<file path="src/rtl/assert_macros.svh">
// ----------------------------------------------------------------------------
// Assertion macros
// Shared concurrent check forms; clk and rst_n are taken from the using scope.
// ----------------------------------------------------------------------------
`ifndef ASSERT_MACROS_SVH
`define ASSERT_MACROS_SVH

// same-cycle implication
`define ASSERT_IMPLIES(lbl, ante, cons) \
  lbl: assert property (@(posedge clk) disable iff (!rst_n) (ante) |-> (cons)) \
    else $error("same-cycle implication check failed");

// next-cycle implication
`define ASSERT_NEXT(lbl, ante, cons) \
  lbl: assert property (@(posedge clk) disable iff (!rst_n) (ante) |=> (cons)) \
    else $error("next-cycle implication check failed");

`endif

</file>
<file path="src/rtl/pwms_pkg.sv">
// ----------------------------------------------------------------------------
// pwms_pkg
// Types and constants of the weighted PCM mixer.
// ----------------------------------------------------------------------------
package pwms_pkg;

  // unity gain; a power of two, so the rescale is a shift
  localparam int VOLUME_ONE = 1024;
  localparam int VOL_SHIFT  = $clog2(VOLUME_ONE);
  localparam int VOL_HALF   = VOLUME_ONE / 2;

  localparam int SAMPLE_W = 32;
  localparam int DITHER_W = 10;
  localparam int WEIGHT_W = 11;
  localparam int CFG_IDX_W = 2;
  localparam int CFG_DATA_W = WEIGHT_W;

  // signed sample times zero-extended weight
  localparam int PROD_W = SAMPLE_W + WEIGHT_W + 1;
  // quotient after the rescale; also holds the 33-bit sum of add mode
  localparam int Q_W = PROD_W - VOL_SHIFT;

  typedef enum logic [1:0] {
    FMT_S8  = 2'd0,
    FMT_S16 = 2'd1,
    FMT_S24 = 2'd2,
    FMT_S32 = 2'd3
  } fmt_t;

  typedef enum logic {
    MODE_XFADE = 1'b0,
    MODE_ADD   = 1'b1
  } mode_t;

  typedef enum logic [CFG_IDX_W-1:0] {
    CFG_FORMAT = 2'd0,
    CFG_MODE   = 2'd1,
    CFG_WEIGHT = 2'd2
  } cfg_idx_t;

  typedef struct packed {
    logic [SAMPLE_W-1:0] data;
    logic                clip;
  } sat_res_t;

endpackage

</file>
<file path="src/rtl/pwms_in_if.sv">
// ----------------------------------------------------------------------------
// pwms_in_if
// Sample-pair channel into the mixer: valid/ready plus payload.
// ----------------------------------------------------------------------------
interface pwms_in_if import pwms_pkg::*; ();
  logic                       valid;
  logic                       ready;
  logic signed [SAMPLE_W-1:0] sample_a;
  logic signed [SAMPLE_W-1:0] sample_b;
  logic signed [DITHER_W-1:0] dither;
  logic                       last_in;

  modport source (output valid, sample_a, sample_b, dither, last_in, input ready);
  modport sink   (input valid, sample_a, sample_b, dither, last_in, output ready);
endinterface

</file>
<file path="src/rtl/pwms_out_if.sv">
// ----------------------------------------------------------------------------
// pwms_out_if
// Mixed-sample channel out of the mixer: valid/ready plus payload.
// ----------------------------------------------------------------------------
interface pwms_out_if import pwms_pkg::*; ();
  logic                       valid;
  logic                       ready;
  logic signed [SAMPLE_W-1:0] mixed;
  logic                       clipped;
  logic                       last_out;

  modport source (output valid, mixed, clipped, last_out, input ready);
  modport sink   (input valid, mixed, clipped, last_out, output ready);
endinterface

</file>
<file path="src/rtl/pwms_sat.sv">
// ----------------------------------------------------------------------------
// pwms_sat
// Saturates a wide signed value to the signed range of the sample format.
// ----------------------------------------------------------------------------
module pwms_sat import pwms_pkg::*; (
  input  logic signed [Q_W-1:0] value,
  input  fmt_t                  fmt,
  output sat_res_t              res
);

  logic [5:0]            bits;
  logic signed [Q_W-1:0] lim_hi;
  logic signed [Q_W-1:0] lim_lo;

  always_comb begin
    unique case (fmt)
      FMT_S8:  bits = 6'd8;
      FMT_S16: bits = 6'd16;
      FMT_S24: bits = 6'd24;
      FMT_S32: bits = 6'd32;
      default: bits = 6'd32;
    endcase
  end

  assign lim_hi = (Q_W'(1) << (bits - 6'd1)) - Q_W'(1);
  assign lim_lo = ~lim_hi;

  always_comb begin
    priority if (value > lim_hi) begin
      res.data = lim_hi[SAMPLE_W-1:0];
      res.clip = 1'b1;
    end else if (value < lim_lo) begin
      res.data = lim_lo[SAMPLE_W-1:0];
      res.clip = 1'b1;
    end else begin
      res.data = value[SAMPLE_W-1:0];
      res.clip = 1'b0;
    end
  end

endmodule

</file>
<file path="src/rtl/pcm_weighted_mix_saturate.sv">
// ----------------------------------------------------------------------------
// pcm_weighted_mix_saturate
// Crossfade or add two PCM streams, rescale the crossfade, then saturate to the format.
// ----------------------------------------------------------------------------
// Pipeline: input beat to output valid through the multiply, sum, rescale and
//   saturate stages, each stage one register.
// Throughput: one beat per cycle while the output accepts; per-stage ready lets
//   bubbles close up while the output is stalled.
// Reset: clears all stage valid bits; format = signed 16, crossfade mode,
//   weight = unity.
`include "assert_macros.svh"

module pcm_weighted_mix_saturate import pwms_pkg::*; (
  input  logic                  clk,
  input  logic                  rst_n,
  input  logic                  cfg_we,
  input  logic [CFG_IDX_W-1:0]  cfg_addr,
  input  logic [CFG_DATA_W-1:0] cfg_wdata,
  pwms_in_if.sink               in_chan,
  pwms_out_if.source            out_chan
);

  // configuration
  fmt_t                fmt_r;
  mode_t               mode_r;
  logic [WEIGHT_W-1:0] weight_r;

  always_ff @(posedge clk) begin
    if (!rst_n) begin
      fmt_r    <= FMT_S16;
      mode_r   <= MODE_XFADE;
      weight_r <= WEIGHT_W'(VOLUME_ONE);
    end else if (cfg_we) begin
      unique case (cfg_idx_t'(cfg_addr))
        CFG_FORMAT: fmt_r    <= fmt_t'(cfg_wdata[1:0]);
        CFG_MODE:   mode_r   <= mode_t'(cfg_wdata[0]);
        CFG_WEIGHT: weight_r <= cfg_wdata[WEIGHT_W-1:0];
        default: ;
      endcase
    end
  end

  // stage handshake
  logic v1_r, v2_r, v3_r, v4_r;
  logic adv1, adv2, adv3, adv4;

  assign adv4 = !v4_r || out_chan.ready;
  assign adv3 = !v3_r || adv4;
  assign adv2 = !v2_r || adv3;
  assign adv1 = !v1_r || adv2;
  assign in_chan.ready = adv1;

  always_ff @(posedge clk) begin
    if (!rst_n) begin
      v1_r <= 1'b0;
      v2_r <= 1'b0;
      v3_r <= 1'b0;
      v4_r <= 1'b0;
    end else begin
      if (adv1) v1_r <= in_chan.valid;
      if (adv2) v2_r <= v1_r;
      if (adv3) v3_r <= v2_r;
      if (adv4) v4_r <= v3_r;
    end
  end

  // stage 1: weights, products and the pair sum
  logic [WEIGHT_W-1:0]      w_a, w_b;
  logic signed [PROD_W-1:0] pa_nxt, pb_nxt;
  logic signed [PROD_W-1:0] pa1_r, pb1_r;
  logic signed [SAMPLE_W:0] sab1_r;
  logic signed [DITHER_W-1:0] d1_r;
  logic                     last1_r;

  assign w_a = (weight_r > WEIGHT_W'(VOLUME_ONE)) ? WEIGHT_W'(VOLUME_ONE) : weight_r;
  assign w_b = WEIGHT_W'(VOLUME_ONE) - w_a;
  assign pa_nxt = in_chan.sample_a * $signed({1'b0, w_a});
  assign pb_nxt = in_chan.sample_b * $signed({1'b0, w_b});

  always_ff @(posedge clk) begin
    if (adv1 && in_chan.valid) begin
      pa1_r   <= pa_nxt;
      pb1_r   <= pb_nxt;
      sab1_r  <= {in_chan.sample_a[SAMPLE_W-1], in_chan.sample_a}
               + {in_chan.sample_b[SAMPLE_W-1], in_chan.sample_b};
      d1_r    <= in_chan.dither;
      last1_r <= in_chan.last_in;
    end
  end

  // stage 2: accumulate with dither and rounding offset; add mode passes the pair sum
  logic signed [PROD_W-1:0] acc_nxt;
  logic signed [PROD_W-1:0] acc2_r;
  logic                     last2_r;

  always_comb begin
    if (mode_r == MODE_ADD) begin
      acc_nxt = {{(PROD_W-SAMPLE_W-1){sab1_r[SAMPLE_W]}}, sab1_r};
    end else begin
      acc_nxt = pa1_r + pb1_r
              + {{(PROD_W-DITHER_W){d1_r[DITHER_W-1]}}, d1_r}
              + PROD_W'(VOL_HALF);
    end
  end

  always_ff @(posedge clk) begin
    if (adv2 && v1_r) begin
      acc2_r  <= acc_nxt;
      last2_r <= last1_r;
    end
  end

  // stage 3: divide by unity, truncating toward zero; add mode passes the sum
  logic signed [PROD_W-1:0] biased;
  logic signed [Q_W-1:0]    q_nxt;
  logic signed [Q_W-1:0]    q3_r;
  logic                     last3_r;

  assign biased = acc2_r[PROD_W-1] ? acc2_r + PROD_W'(VOLUME_ONE - 1) : acc2_r;
  assign q_nxt  = (mode_r == MODE_ADD) ? acc2_r[Q_W-1:0] : biased[PROD_W-1:VOL_SHIFT];

  always_ff @(posedge clk) begin
    if (adv3 && v2_r) begin
      q3_r    <= q_nxt;
      last3_r <= last2_r;
    end
  end

  // stage 4: saturate into the output register
  sat_res_t            sat;
  logic [SAMPLE_W-1:0] mixed4_r;
  logic                clip4_r;
  logic                last4_r;

  pwms_sat u_sat (
    .value (q3_r),
    .fmt   (fmt_r),
    .res   (sat)
  );

  always_ff @(posedge clk) begin
    if (adv4 && v3_r) begin
      mixed4_r <= sat.data;
      clip4_r  <= sat.clip;
      last4_r  <= last3_r;
    end
  end

  assign out_chan.valid    = v4_r;
  assign out_chan.mixed    = mixed4_r;
  assign out_chan.clipped  = clip4_r;
  assign out_chan.last_out = last4_r;

  `ASSERT_NEXT(a_s1_to_s2, v1_r && adv2, v2_r)
  `ASSERT_NEXT(a_s2_to_s3, v2_r && adv3, v3_r)
  `ASSERT_IMPLIES(a_ready_on_empty, !v1_r, in_chan.ready)
  `ASSERT_IMPLIES(a_add_fits, v3_r && (mode_r == MODE_ADD), q3_r[Q_W-1] == q3_r[Q_W-2])

endmodule

</file>
<file path="src/flat_wrapper.sv">
// flat-port wrapper written by rule: the top's interface ports become plain ports
module pcm_weighted_mix_saturate_flat import pwms_pkg::*;
  (clk, rst_n, cfg_we, cfg_addr, cfg_wdata, in_chan_valid, in_chan_sample_a, in_chan_sample_b, in_chan_dither, in_chan_last_in, in_chan_ready, out_chan_valid, out_chan_mixed, out_chan_clipped, out_chan_last_out, out_chan_ready);
  pwms_in_if in_chan_i ();
  pwms_out_if out_chan_i ();
  input  logic clk;
  input  logic rst_n;
  input  logic cfg_we;
  input  logic [CFG_IDX_W-1:0] cfg_addr;
  input  logic [CFG_DATA_W-1:0] cfg_wdata;
  input wire logic [$bits(in_chan_i.valid)-1:0] in_chan_valid;
  input wire logic [$bits(in_chan_i.sample_a)-1:0] in_chan_sample_a;
  input wire logic [$bits(in_chan_i.sample_b)-1:0] in_chan_sample_b;
  input wire logic [$bits(in_chan_i.dither)-1:0] in_chan_dither;
  input wire logic [$bits(in_chan_i.last_in)-1:0] in_chan_last_in;
  output wire logic [$bits(in_chan_i.ready)-1:0] in_chan_ready;
  output wire logic [$bits(out_chan_i.valid)-1:0] out_chan_valid;
  output wire logic [$bits(out_chan_i.mixed)-1:0] out_chan_mixed;
  output wire logic [$bits(out_chan_i.clipped)-1:0] out_chan_clipped;
  output wire logic [$bits(out_chan_i.last_out)-1:0] out_chan_last_out;
  input wire logic [$bits(out_chan_i.ready)-1:0] out_chan_ready;
  assign in_chan_i.valid = in_chan_valid;
  assign in_chan_i.sample_a = in_chan_sample_a;
  assign in_chan_i.sample_b = in_chan_sample_b;
  assign in_chan_i.dither = in_chan_dither;
  assign in_chan_i.last_in = in_chan_last_in;
  assign in_chan_ready = in_chan_i.ready;
  assign out_chan_valid = out_chan_i.valid;
  assign out_chan_mixed = out_chan_i.mixed;
  assign out_chan_clipped = out_chan_i.clipped;
  assign out_chan_last_out = out_chan_i.last_out;
  assign out_chan_i.ready = out_chan_ready;
  pcm_weighted_mix_saturate u_core (.clk(clk), .rst_n(rst_n), .cfg_we(cfg_we), .cfg_addr(cfg_addr), .cfg_wdata(cfg_wdata), .in_chan(in_chan_i), .out_chan(out_chan_i));
endmodule
</file>
<file path="config.mk">
export PLATFORM = sky130hd
export DESIGN_NAME = pcm_weighted_mix_saturate_flat
export DESIGN_NICKNAME = d
export VERILOG_FILES = /design/src/rtl/pwms_pkg.sv /design/src/rtl/pwms_in_if.sv /design/src/rtl/pwms_out_if.sv /design/src/rtl/pwms_sat.sv /design/src/rtl/pcm_weighted_mix_saturate.sv /design/src/flat_wrapper.sv
export VERILOG_INCLUDE_DIRS = /design/src /design/src/rtl
export SDC_FILE = /design/constraint.sdc
export NUM_CORES = 2
export LEC_CHECK = 0
export ABC_AREA = 1
export BUFFER_PORTS_ARGS = -buffer_cell sky130_fd_sc_hd__buf_2
export CAP_MARGIN = 30
export CORE_UTILIZATION = 60
export DETAILED_ROUTE_END_ITERATION = 7
export PLACE_DENSITY = 0.9
export SETUP_SLACK_MARGIN = 0.2
export SLEW_MARGIN = 5
export SYNTH_ARGS = -nofsm -noshare
export SYNTH_HDL_FRONTEND = slang
export SYNTH_HIERARCHICAL = 1
export SYNTH_SLANG_ARGS = --single-unit
export TNS_END_PERCENT = 100
</file>
<file path="constraint.sdc">
create_clock -name clk -period 8.5 [get_ports clk]
set_clock_uncertainty 0.1 [all_clocks]
set_input_delay 1.7 -clock clk [delete_from_list [all_inputs] [get_ports clk]]
set_output_delay 1.7 -clock clk [all_outputs]
set_load 0.01 [all_outputs]
</file>
==> flow_metrics.tcl <==
set metrics [dict create \
    outcome "finished, violations left" \
    violations "design-rule violations" \
    die-height_um 275 \
    synth_ff_type "edfxtp_1" \
    antenna_found_initial 7 \
    layout-drive-gt1-share_pct 5.14 \
    critPathRequiredTime_ps 8750 \
    routed_wl_um 138000 \
    cts_root_buf "clkbuf_16" \
    start_util_pct 60.9 \
    post-cts-setup-buffer-count 0 \
    grt.overflow.total 0 \
    nets 6978 \
    route.vias.total 39500 \
    drc 27 \
    finalMaxSlewViolations 0 \
    viasPerCell 5.76 \
    clk_latency_ps 610 \
    antenna_left 0 \
    multi_input_area_mm2 0.0315 \
    path_class "reg -> reg" \
    rows 99 \
    yosys_warnings 6 \
    synth_xor_area_share_pct 1.76 \
    synth_top_area_cell "fa_1" \
    drtIter0Drc 4410 \
    hpwl_um 113000 \
    total_power_mw 14.7 \
    powerDensity_mw_per_mm2 312 \
    synth_top_family_by_area "adder cells" \
    area_growth_pct 5.32 \
    rsz0062_at_grt "false" \
    fin_crit_sh_pct 94.6 \
    grt_max_degree 72 \
    period_needed_ps 8040 \
    ff2ff_path_depth 27 \
    timing.final.setup_violations 0 \
    wl_per_cell_um 20.1 \
    drt-pass1-iter-count 8 \
    leakage_nw 23.8 \
    portBuffers 128 \
    syn_inst 5823 \
    coreArea_mm2 0.0733 \
    max-clock-path-buffers 3 \
    synth.area.mux_share_pct 0 \
    worst_pin_slew_ps 925 \
    yosysMostFrequentCell "nand2_1" \
    yosys.area_share.simple_pct 24.1 \
    worstPathMaxFanout 29 \
    grtUsageTotal_pct 37.1 \
    synthAdderAreaFrac_pct 39.5 \
    cts_hold_buf 0 \
    cp-start-kind "flip-flop" \
    synth_area_leaders "fa_1 29%, edfxtp_1 17%, nand2_1 14%, inv_1 10%, ha_1 10%" \
    synth_common_cells "1627 x nand2_1, 1240 x inv_1, 655 x fa_1" \
    hold_viol_final 0 \
    synth_compound_area_share_pct 5.17 \
    nFillCells 6013 \
    cts_inserted_buffers 31 \
    die_area_mm2 0.0755 \
    async_flop_share_pct 0 \
    ios 129 \
    grt_pass1_vias 40400 \
    post_synth.cell_area_avg_um2 7.67 \
    ys_ff_latch 264 \
    peakVddDrop_v 0.000257 \
    drv_cap 0 \
    clkSinkCount 264 \
    gp_congestion 1.06 \
    htree_num_levels 1 \
    synth_area_mm2 0.0447 \
    finalSetupTns_ps 0 \
    die_w_um 275 \
    synth_edf_count 246 \
    min_path_cells 0 \
    clk_pin_slew_worst_paths_ps 60 \
    cp.arrival_ps 8290 \
    cts_tree "yes" \
    max_freq_mhz 124 \
    min_path_type "reg -> reg" \
    synth_top_area_share_pct 29.4 \
    cts_resized 0 \
    synth_cell_types 55 \
    seq_area_mm2 0.00775 \
    max-slew-margin-rel_pct 38.4 \
    ys_seq_area_share_pct 17.3 \
    grt_pass1_wl_um 215000 \
    end_kind "flip-flop" \
]
final timing paths:
check                                to                            start  slack (ps)
max          u_core/pb1_r[43]$_DFFE_PP_  u_core/weight_r[4]$_SDFFE_PN0P_         460
min            u_core/last3_r$_DFFE_PP_         u_core/last2_r$_DFFE_PP_         320
max reg2reg  u_core/pb1_r[43]$_DFFE_PP_  u_core/weight_r[4]$_SDFFE_PN0P_         460
min reg2reg    u_core/last3_r$_DFFE_PP_         u_core/last2_r$_DFFE_PP_         320
layer usage:
metal,GRT usage [%],vias to the layer above,part of all wire [%]
met4,24.8,8,7.9
met5,0,-,0.033
met3,7.69,542,11
met1,45.6,18600,36
li1,-,17800,-
met2,59.2,2561,45
logic make-up (layout without fill, tap and decap cells):
logic type,after synthesis,count (layout)
DFF,264,264
and+or+nand+nor,2634,2634
other,2,8
adders and majority gates,1016,1016
AOI/OAI and AO/OA,419,419
xor gates and xnor gates,90,90
buffers and inverters,1398,1466
state kept, by name, summed over array words and instances (netlist names):
name                      count
u_core/q3_r                  34
u_core/last1_r                1
u_core/v1_r                   1
u_core/out_chan.mixed        32
u_core/fmt_r                  2
u_core/out_chan.valid         1
u_core/v3_r                   1
u_core/pa1_r                 44
u_core/out_chan.clipped       1
u_core/mode_r                 1
u_core/acc2_r                44
u_core/d1_r                  10
u_core/v2_r                   1
u_core/out_chan.last_out      1
u_core/last2_r                1
u_core/weight_r              11
u_core/sab1_r                33
u_core/last3_r                1
u_core/pb1_r                 44
placed cells by master, fill, tap and decap left out, drive strengths merged, types with 8 or more instances in the layout:
cell and n:
nor2 544, ha 361, a21boi 8, fa 655, o211ai 10, nor3 36, o21ai 154, xor2 56
nand4 66, clkinv 17, a31oi 10, buf 155, edfxtp 246, a21o 12, clkbuf 34, nand2 1668
inv 1256, xnor2 34, a21oi 187, dfxtp 18, o21bai 25, nand3b 20, or2 21, nand3 270
power by group:
part,internal [mW],switching (mW)
combinational,3.69,7.29
clock,0.706,0.577
sequential,2.13,0.286
total,6.53,8.15
final cells by class:
type,count,share of cell area (%)
well taps,959,2.55
clock buffers,34,1.67
repair buffers,155,1.86
flip-flops and latches,264,16.5
inverters,1255,10.0
diodes,5,0.0266
multi-input cells,4162,67.0
clock inverters,22,0.388
stage by stage:
step                cell area (um2)  hold WS [ps]  instances  utilization [%]  worst slack, ps
floorplan                     44700           300       5824                -             2010
global placement              46000           300       6793             62.8              865
detailed placement            46100           307       6795             62.8              753
CTS                           47000           321       6851             64.1              702
global route                  47000           334       6852             64.1              270
finish                        47000           321       6856             64.2              461
critical path, stage by stage, from the launching register on:
cell	delay (ps)
dfxtp_1	370
nor2_1	160
nand3_1	110
o21ai_2	450
nand2_1	430
ha_1	330
nand2_1	140
nor2_2	80
nand4_2	160
nand2_2	180
inv_2	600
nand2_1	160
fa_1	530
inv_1	60
fa_1	460
fa_1	510
fa_1	510
inv_1	50
fa_1	530
inv_1	70
ha_1	400
nand2_1	100
nor2_1	210
nand2_1	130
nor4_1	530
nand3_1	180
nand4_1	140
nand2_1	50
Note: power is estimated with default switching activity, not from simulation.
